### config.mk
export PLATFORM = sky130hd
export DESIGN_NAME = sha1_hash_engine
export DESIGN_NICKNAME = d
export VERILOG_FILES = /design/src/rtl/sha1_pkg.sv /design/src/rtl/sha1_round_unit.sv /design/src/rtl/sha1_datapath.sv /design/src/rtl/sha1_ctrl.sv /design/src/rtl/sha1_hash_engine.sv
export SDC_FILE = /design/constraint.sdc
export NUM_CORES = 2
export LEC_CHECK = 0
export ABC_AREA = 1
export BUFFER_PORTS_ARGS = -buffer_cell sky130_fd_sc_hd__clkbuf_2
export CAP_MARGIN = 20
export CORE_MARGIN = 8
export CORE_UTILIZATION = 50
export DETAILED_ROUTE_END_ITERATION = 8
export GPL_TIMING_DRIVEN = 0
export PLACE_DENSITY = 0.75
export SLEW_MARGIN = 10
export SYNTH_ARGS = -nofsm -noshare
export SYNTH_HDL_FRONTEND = slang
export SYNTH_SLANG_ARGS = --single-unit
### constraint.sdc
create_clock -name clk_i -period 27.8 [get_ports clk_i]
set_input_delay 4.17 -clock clk_i [delete_from_list [all_inputs] [get_ports clk_i]]
set_output_delay 4.17 -clock clk_i [all_outputs]
set_load 0.05 [all_outputs]
### src/rtl/sha1_pkg.sv
// sha1_pkg: shared types, constants and round helpers of the sha-1 hash engine
// used by sha1_round_unit, sha1_datapath, sha1_ctrl and sha1_hash_engine
`timescale 1ns / 1ps

package sha1_pkg;

  typedef logic [31:0] word_t;
  typedef logic [4:0][31:0] five_words_t;  // element 0 is word a / digest word 0

  localparam int BLK_BITS = 512;
  localparam logic [6:0] ROUND_LAST = 7'd79;
  localparam logic [6:0] ROUND_SEG1 = 7'd20;
  localparam logic [6:0] ROUND_SEG2 = 7'd40;
  localparam logic [6:0] ROUND_SEG3 = 7'd60;
  localparam logic [5:0] FILL_LAST = 6'd63;
  localparam logic [5:0] LEN_POS = 6'd56;
  localparam logic [7:0] PAD_BYTE = 8'h80;

  localparam logic REQ_APPEND = 1'b0;
  localparam logic REQ_FINISH = 1'b1;

  localparam five_words_t INIT_WORDS = {
    32'hC3D2E1F0, 32'h10325476, 32'h98BADCFE, 32'hEFCDAB89, 32'h67452301
  };

  localparam word_t K0 = 32'h5A827999;
  localparam word_t K1 = 32'h6ED9EBA1;
  localparam word_t K2 = 32'h8F1BBCDC;
  localparam word_t K3 = 32'hCA62C1D6;

  typedef enum logic [2:0] {
    ST_IDLE,
    ST_PAD,
    ST_ROUND,
    ST_UPDATE,
    ST_EMIT
  } sha1_state_e;

  typedef struct packed {
    logic       push;        // shift one byte into the block line
    logic [7:0] push_byte;
    logic       load_work;   // copy chaining words into working words
    logic       round_en;    // run one compression round
    logic [6:0] rnd;
    logic       update;      // fold working words into chaining words
    logic       init_chain;  // back to the initial values
  } sha1_ctrl_t;

  function automatic word_t round_k(input logic [6:0] t);
    word_t k;
    if (t < ROUND_SEG1) k = K0;
    else if (t < ROUND_SEG2) k = K1;
    else if (t < ROUND_SEG3) k = K2;
    else k = K3;
    return k;
  endfunction

  function automatic word_t round_f(input logic [6:0] t, input word_t b, input word_t c,
                                    input word_t d);
    word_t f;
    if (t < ROUND_SEG1) f = (b & c) | (~b & d);
    else if (t < ROUND_SEG2) f = b ^ c ^ d;
    else if (t < ROUND_SEG3) f = (b & c) | (b & d) | (c & d);
    else f = b ^ c ^ d;
    return f;
  endfunction

endpackage

### src/rtl/sha1_round_unit.sv
// sha1_round_unit: one sha-1 round and the next schedule word, shared by all 80 rounds
// depends on sha1_pkg
`timescale 1ns / 1ps

module sha1_round_unit (
  input  sha1_pkg::five_words_t work_i,
  input  logic [6:0]            rnd_i,
  input  sha1_pkg::word_t       w0_i,   // schedule word t
  input  sha1_pkg::word_t       w2_i,   // t + 2
  input  sha1_pkg::word_t       w8_i,   // t + 8
  input  sha1_pkg::word_t       w13_i,  // t + 13
  output sha1_pkg::five_words_t work_o,
  output sha1_pkg::word_t       w_new_o
);

  sha1_pkg::word_t a, b, c, d, e, f, k, mix;

  assign a = work_i[0];
  assign b = work_i[1];
  assign c = work_i[2];
  assign d = work_i[3];
  assign e = work_i[4];

  assign f = sha1_pkg::round_f(rnd_i, b, c, d);
  assign k = sha1_pkg::round_k(rnd_i);

  assign work_o[0] = {a[26:0], a[31:27]} + f + e + w0_i + k;
  assign work_o[1] = a;
  assign work_o[2] = {b[1:0], b[31:2]};
  assign work_o[3] = c;
  assign work_o[4] = d;

  // word t + 16 of the sliding schedule window
  assign mix = w13_i ^ w8_i ^ w2_i ^ w0_i;
  assign w_new_o = {mix[30:0], mix[31]};

endmodule

### src/rtl/sha1_datapath.sv
// sha1_datapath: block shift line, working words and chaining words
// depends on sha1_pkg and sha1_round_unit
`timescale 1ns / 1ps

module sha1_datapath (
  input  logic                  clk_i,
  input  logic                  rst_ni,
  input  sha1_pkg::sha1_ctrl_t  ctrl_i,
  output sha1_pkg::five_words_t chain_o
);

  logic [sha1_pkg::BLK_BITS-1:0] blk_q, blk_d;
  sha1_pkg::five_words_t work_q, work_d, work_step;
  sha1_pkg::five_words_t chain_q, chain_d;
  sha1_pkg::word_t w_new;

  // top word of the line is schedule word t
  sha1_round_unit u_round (
    .work_i  (work_q),
    .rnd_i   (ctrl_i.rnd),
    .w0_i    (blk_q[511:480]),
    .w2_i    (blk_q[447:416]),
    .w8_i    (blk_q[255:224]),
    .w13_i   (blk_q[95:64]),
    .work_o  (work_step),
    .w_new_o (w_new)
  );

  always_comb begin
    blk_d = blk_q;
    if (ctrl_i.push) begin
      blk_d = {blk_q[sha1_pkg::BLK_BITS-9:0], ctrl_i.push_byte};
    end else if (ctrl_i.round_en) begin
      blk_d = {blk_q[sha1_pkg::BLK_BITS-33:0], w_new};
    end
  end

  always_comb begin
    work_d = work_q;
    if (ctrl_i.load_work) begin
      work_d = chain_q;
    end else if (ctrl_i.round_en) begin
      work_d = work_step;
    end
  end

  always_comb begin
    chain_d = chain_q;
    if (ctrl_i.init_chain) begin
      chain_d = sha1_pkg::INIT_WORDS;
    end else if (ctrl_i.update) begin
      for (int i = 0; i < 5; i++) begin
        chain_d[i] = chain_q[i] + work_q[i];
      end
    end
  end

  always_ff @(posedge clk_i) begin
    blk_q  <= blk_d;
    work_q <= work_d;
  end

  always_ff @(posedge clk_i or negedge rst_ni) begin
    if (!rst_ni) begin
      chain_q <= sha1_pkg::INIT_WORDS;
    end else begin
      chain_q <= chain_d;
    end
  end

  assign chain_o = chain_q;

endmodule

### src/rtl/sha1_ctrl.sv
// sha1_ctrl: sequencer for buffering, padding, round counting and digest hand-off
// depends on sha1_pkg
`timescale 1ns / 1ps

module sha1_ctrl (
  input  logic                 clk_i,
  input  logic                 rst_ni,
  input  logic                 in_valid_i,
  input  logic                 in_req_i,
  input  logic [7:0]           in_byte_i,
  input  logic                 out_free_i,
  output logic                 in_ready_o,
  output sha1_pkg::sha1_ctrl_t ctrl_o,
  output logic                 emit_o,
  output logic                 emit_ovf_o
);

  sha1_pkg::sha1_state_e state_q, state_d;
  logic [5:0]  fill_q;
  logic [60:0] byte_cnt_q;
  logic [60:0] cnt_inc;
  logic        ovf_q, fin_q, first_q, len_ok_q;
  logic [6:0]  rnd_q;
  logic        acc, acc_fin, push, blk_full;
  logic [63:0] bit_count;
  logic [2:0]  len_idx;
  logic [7:0]  len_byte, pad_byte;

  assign cnt_inc   = byte_cnt_q + 61'd1;
  assign bit_count = {byte_cnt_q, 3'b000};
  assign len_idx   = fill_q[2:0];
  assign len_byte  = bit_count[{~len_idx, 3'b111} -: 8];

  // outputs
  always_comb begin
    in_ready_o = (state_q == sha1_pkg::ST_IDLE);
    acc        = in_valid_i && in_ready_o;
    acc_fin    = acc && (in_req_i == sha1_pkg::REQ_FINISH);
    if (first_q) begin
      pad_byte = sha1_pkg::PAD_BYTE;
    end else if (len_ok_q && (fill_q >= sha1_pkg::LEN_POS)) begin
      pad_byte = len_byte;
    end else begin
      pad_byte = 8'h00;
    end
    case (state_q)
      sha1_pkg::ST_IDLE: push = acc && (in_req_i == sha1_pkg::REQ_APPEND) && !ovf_q;
      sha1_pkg::ST_PAD:  push = 1'b1;
      default:           push = 1'b0;
    endcase
    blk_full = push && (fill_q == sha1_pkg::FILL_LAST);

    ctrl_o.push       = push;
    ctrl_o.push_byte  = (state_q == sha1_pkg::ST_PAD) ? pad_byte : in_byte_i;
    ctrl_o.load_work  = blk_full;
    ctrl_o.round_en   = (state_q == sha1_pkg::ST_ROUND);
    ctrl_o.rnd        = rnd_q;
    ctrl_o.update     = (state_q == sha1_pkg::ST_UPDATE);
    emit_o            = (state_q == sha1_pkg::ST_EMIT) && out_free_i;
    ctrl_o.init_chain = emit_o;
    emit_ovf_o        = ovf_q;
  end

  // next state
  always_comb begin
    state_d = state_q;
    case (state_q)
      sha1_pkg::ST_IDLE: begin
        if (acc_fin) begin
          state_d = ovf_q ? sha1_pkg::ST_EMIT : sha1_pkg::ST_PAD;
        end else if (blk_full) begin
          state_d = sha1_pkg::ST_ROUND;
        end
      end
      sha1_pkg::ST_PAD: begin
        if (blk_full) state_d = sha1_pkg::ST_ROUND;
      end
      sha1_pkg::ST_ROUND: begin
        if (rnd_q == sha1_pkg::ROUND_LAST) state_d = sha1_pkg::ST_UPDATE;
      end
      sha1_pkg::ST_UPDATE: begin
        if (!fin_q) state_d = sha1_pkg::ST_IDLE;
        else if (len_ok_q) state_d = sha1_pkg::ST_EMIT;
        else state_d = sha1_pkg::ST_PAD;
      end
      sha1_pkg::ST_EMIT: begin
        if (out_free_i) state_d = sha1_pkg::ST_IDLE;
      end
      default: state_d = sha1_pkg::ST_IDLE;
    endcase
  end

  always_ff @(posedge clk_i or negedge rst_ni) begin
    if (!rst_ni) begin
      state_q    <= sha1_pkg::ST_IDLE;
      fill_q     <= '0;
      byte_cnt_q <= '0;
      ovf_q      <= 1'b0;
      fin_q      <= 1'b0;
      first_q    <= 1'b0;
      len_ok_q   <= 1'b0;
      rnd_q      <= '0;
    end else begin
      state_q <= state_d;
      if (emit_o) begin
        fill_q     <= '0;
        byte_cnt_q <= '0;
        ovf_q      <= 1'b0;
        fin_q      <= 1'b0;
      end else begin
        if (push) fill_q <= fill_q + 6'd1;
        if (push && (state_q == sha1_pkg::ST_IDLE)) begin
          byte_cnt_q <= cnt_inc;
          if (cnt_inc == '0) ovf_q <= 1'b1;
        end
        if (acc_fin) fin_q <= 1'b1;
      end
      // padding phase flags
      if (acc_fin) begin
        first_q  <= 1'b1;
        len_ok_q <= 1'b0;
      end else if (state_q == sha1_pkg::ST_PAD) begin
        first_q <= 1'b0;
        if (first_q && (fill_q < sha1_pkg::LEN_POS)) len_ok_q <= 1'b1;
      end else if ((state_q == sha1_pkg::ST_UPDATE) && fin_q) begin
        len_ok_q <= 1'b1;
      end
      if (blk_full) begin
        rnd_q <= '0;
      end else if (state_q == sha1_pkg::ST_ROUND) begin
        rnd_q <= rnd_q + 7'd1;
      end
    end
  end

endmodule

### src/rtl/sha1_hash_engine.sv
// sha1_hash_engine: top level of the sha-1 hash engine with the result register
// depends on sha1_pkg, sha1_ctrl and sha1_datapath
`timescale 1ns / 1ps

// channel   | dir | tdata                          | tuser
// ----------+-----+--------------------------------+--------------------------------
// s_axis    | in  | [7:0] data_byte                | [0] req_type (0 append, 1 finish)
// m_axis    | out | [159:0] digest_w0..digest_w4   | [0] status (1 message too long)
//
// append: takes one byte; the 64th byte of a block runs the 80 rounds on the shared unit
// plus a chaining update
// finish: pad and length bytes one per cycle to the block end, one or two compressions
// (none after an overflow), then the digest goes to the result register once it is free
// reset loads the initial chaining words and clears counters and flags
// s_axis_tready is low during that work; a waiting result stalls only the next hand-off

module sha1_hash_engine (
  input  logic           clk_i,
  input  logic           rst_ni,
  input  logic           s_axis_tvalid,
  output logic           s_axis_tready,
  input  logic [7:0]     s_axis_tdata,   // [7:0] data_byte
  input  logic           s_axis_tuser,   // [0] req_type
  output logic           m_axis_tvalid,
  input  logic           m_axis_tready,
  output logic [159:0]   m_axis_tdata,   // [31:0] w0, [63:32] w1, [95:64] w2, [127:96] w3,
                                         // [159:128] w4
  output logic           m_axis_tuser    // [0] status
);

  sha1_pkg::sha1_ctrl_t  ctrl;
  sha1_pkg::five_words_t chain;
  logic                  emit, emit_ovf, out_free;
  logic                  out_valid_q, status_q;
  logic [159:0]          digest_q;

  // result register frees when empty or being taken this cycle
  assign out_free = !out_valid_q || m_axis_tready;

  sha1_ctrl u_ctrl (
    .clk_i      (clk_i),
    .rst_ni     (rst_ni),
    .in_valid_i (s_axis_tvalid),
    .in_req_i   (s_axis_tuser),
    .in_byte_i  (s_axis_tdata),
    .out_free_i (out_free),
    .in_ready_o (s_axis_tready),
    .ctrl_o     (ctrl),
    .emit_o     (emit),
    .emit_ovf_o (emit_ovf)
  );

  sha1_datapath u_datapath (
    .clk_i   (clk_i),
    .rst_ni  (rst_ni),
    .ctrl_i  (ctrl),
    .chain_o (chain)
  );

  always_ff @(posedge clk_i or negedge rst_ni) begin
    if (!rst_ni) begin
      out_valid_q <= 1'b0;
    end else if (emit) begin
      out_valid_q <= 1'b1;
    end else if (m_axis_tready) begin
      out_valid_q <= 1'b0;
    end
  end

  // overflowed messages report status 1 with an all-zero digest
  always_ff @(posedge clk_i) begin
    if (emit) begin
      status_q <= emit_ovf;
      digest_q <= emit_ovf ? 160'd0 : chain;
    end
  end

  assign m_axis_tvalid = out_valid_q;
  assign m_axis_tdata  = digest_q;
  assign m_axis_tuser  = status_q;

endmodule

==> run_results.csv <==
group,metric,value,unit
yosys,synth_edf_count,833,
clock_network,clkLatencyLatePin,0.76,ns
yosys,synth_seq_area_share,51.1,%
die,fp-row-count,128,
clock_network,post_cts_buffers,0,
die,core_area,0.121,mm2
detailed_routing,drc_errors,0,
yosys,yosys-top-cells-count,"nand2_1 (2241), edfxtp_1 (833), inv_1 (785)",
die,die_area,0.133,mm2
sta,slew_violations,0,
sta,finalSetupViolations,0,
critical_path,cp.arrival,7.95,ns
critical_path,slowest_delay,0.64,ns
global_routing,grt_pass1_wl,318000,um
critical_path,cp_cell_sequence,"clkbuf_2 -> nand2_1 -> nor3_4 -> nor2_2 -> clkinv_2 -> nand4_4 -> nor2_4 -> inv_2 -> buf_4 -> nand2_4 -> buf_16 -> buf_16",
die,die_w,365,um
global_routing,grtUsageTotal,32.2,%
global_routing,overflow,0,
yosys,synth-seq-cells,1075,
sta,finalHoldViolCount,0,
yosys,ys_warn_count,0,
yosys,syn_inst,6945,
min_path,hp-class,"reg2reg",
clock_network,ctsHoldBuffers,0,
final_layout,drive_gt1_share,7.76,%
global_routing,antenna_found_initial,6,
detailed_routing,route.vias.total,51321,
final_layout,fin_nets,7611,
critical_path,slowest_stage,"nor2_2",
critical_path,worstSetupStartpointType,"input pin",
sta,min_period,7.53,ns
clock_network,cts_tree,"yes",
yosys,syn-cell-area,0.0610,mm2
die,die_height,365,um
detailed_routing,wl_per_cell,24.4,um
critical_path,critical_path_class,"in2reg",
placed_design,gp_congestion,1.02,
detailed_routing,drtAntennaViolNets,0,
clock_network,htreeDepth,3,
yosys,synth.avg_cell_area,8.78,um2
global_routing,grt_max_degree,96,
critical_path,cp.buffers_inverters,6,
sta,rsz0062_at_grt,"no",
global_routing,grt_pass1_vias,49542,
detailed_routing,drt-initial-drc-count,5738,
die,io_pins,176,
yosys,synth.most_common_cell,"nand2_1",
clock_network,cts_buffers,114,
final_layout,num-fill-cells,10968,
yosys,yosysTopAreaCellShare,41.0,%
placed_design,io_buffers,175,
sta,max-slew-margin-rel,19.5,%
final_layout,multi_input_area,0.0259,mm2
critical_path,crit_path_frequent_cell,"buf_16",
run,maxCapViolations,0,
yosys,synth_nets,7301,
yosys,synth_largest_area_cell,"edfxtp_1",
yosys,synth.area.top_cells,"edfxtp_1 (41%), nand2_1 (14%), dfrtp_1 (6.6%)",
yosys,synth_cell_types,54,
critical_path,path_delay_family,"buffers and inverters",
sta,finalCritPeriodShare,27.1,%
die,start_util,50.3,%
sta,setup_tns,0,ns
sta,fmax,133,MHz
critical_path,crit_fanout,62,
sta,worst_pin_slew,1.21,ns
yosys,synth_ff_type,"edfxtp_1",
detailed_routing,first_pass_iters,6,
clock_network,cts_buffer_depth,3,
detailed_routing,viasPerCell,5.71,
final_layout,syn_to_final_growth,11.8,%
critical_path,cp.required,28.22,ns
final_layout,regArea,0.0312,mm2
clock_network,clkTransAtPathRegs,0.06,ns
placed_design,hpwl,172000,um
critical_path,endpoint_kind,"register",
sta,finClkSkew,0.0524,ns
clock_network,clockRootBuffer,"clkbuf_16",
run_status,outcome,"complete, no violations",
detailed_routing,wl,219000,um
yosys,synthArstFlopShare,22.5,%
clock_network,cts.sinks,1075,
clock_network,cts_resized,0,
path summary, 6_finish.rpt:
check | from | to | slack [ns] | depth (start not counted)
setup / recovery | s_axis_tvalid | u_datapath.work_q[61]$_DFFE_PP_ | 20.27 | 12
hold / removal | u_ctrl.emit_ovf_o$_DFFE_PN0P_ | m_axis_tuser$_DFFE_PP_ | 0.45 | 0
setup reg to reg | u_ctrl.rnd_q[5]$_DFFE_PN0P_ | u_datapath.work_q[25]$_DFFE_PP_ | 20.70 | 23
hold reg to reg | u_ctrl.emit_ovf_o$_DFFE_PN0P_ | m_axis_tuser$_DFFE_PP_ | 0.45 | 0
max in group asynchronous | rst_ni | u_datapath.chain_o[51]$_DFFE_PN1P_ | 23.28 | 2
min in group asynchronous | rst_ni | u_datapath.chain_o[144]$_DFFE_PN0P_ | 3.44 | 1
kinds of logic after synthesis:
family	count (synthesis)	synth area share, %
and+or+nand+nor	3110	20.1
AOI/OAI and AO/OA	1201	11.0
DFF	1075	51.1
buffers and inverters	1026	6.56
adders and majority gates	343	8.51
xor gates and xnor gates	190	2.73
cell type report:
class                   instances  area share, %
repair buffers                194           1.95
clock inverters                70           1.02
plain buffers                 236           1.53
inverters                     790           4.36
clock buffers                 147           4.57
flip-flops and latches       1075           45.7
well taps                    1625           2.98
diodes                          4         0.0147
multi-input cells            4844           37.9
metal layers:
layer	global-route usage, %	vias to the layer above	part of all wire, %	wire (um)
li1	-	23654	-	-
met1	39.5	24575	38	82600
met2	53.6	2475	47	103000
met3	5.08	613	7.8	17200
met4	19.3	4	7.4	16300
met5	0	-	0.0096	21
cell usage in the layout (no fill, tap or decap), types with 15 or more instances in the layout:
cell / instances
a21oi_1: 293
nand3_1: 178
nand4_1: 42
o211ai_1: 18
nor3_1: 59
fa_1: 120
o21a_1: 15
clkbuf_1: 161
clkbuf_16: 116
o22ai_1: 147
o21bai_1: 36
xor2_1: 82
or2_2: 18
ha_1: 223
dfrtp_1: 162
o21ai_0: 441
dfstp_2: 80
clkbuf_2: 179
inv_1: 785
clkinv_2: 18
a31oi_1: 21
clkinv_1: 19
xnor2_1: 108
edfxtp_1: 833
a21o_1: 46
nand2_1: 2239
nor2_1: 538
o21ai_1: 121
buf_2: 66
metrics by stage:
stage	utilization, %	std cells	hold WS, ns	worst slack [ns]	cell area, um2
2_1_floorplan	-	6945	0.423	10.69	61000
3_3_place_gp	52.6	8745	0.435	5.14	63900
3_5_place_dp	53.0	8764	0.444	19.58	64400
4_1_cts	56.2	8981	0.460	20.36	68200
5_1_grt	56.2	8981	0.467	20.26	68200
6_report	56.2	8985	0.449	20.27	68200
sequential cells by signal, summed over array words and instances, names as in the netlist, 3 cells and up:
register	count
u_datapath.blk_q	512
m_axis_tdata	160
u_datapath.chain_o	160
u_datapath.work_q	160
u_ctrl.byte_cnt_q	61
u_ctrl.rnd_q	7
u_ctrl.fill_q	6
u_ctrl.state_q	3
Power is not shown: default switching activity piles up to over one toggle a cycle in this logic, so the estimate is an artifact.
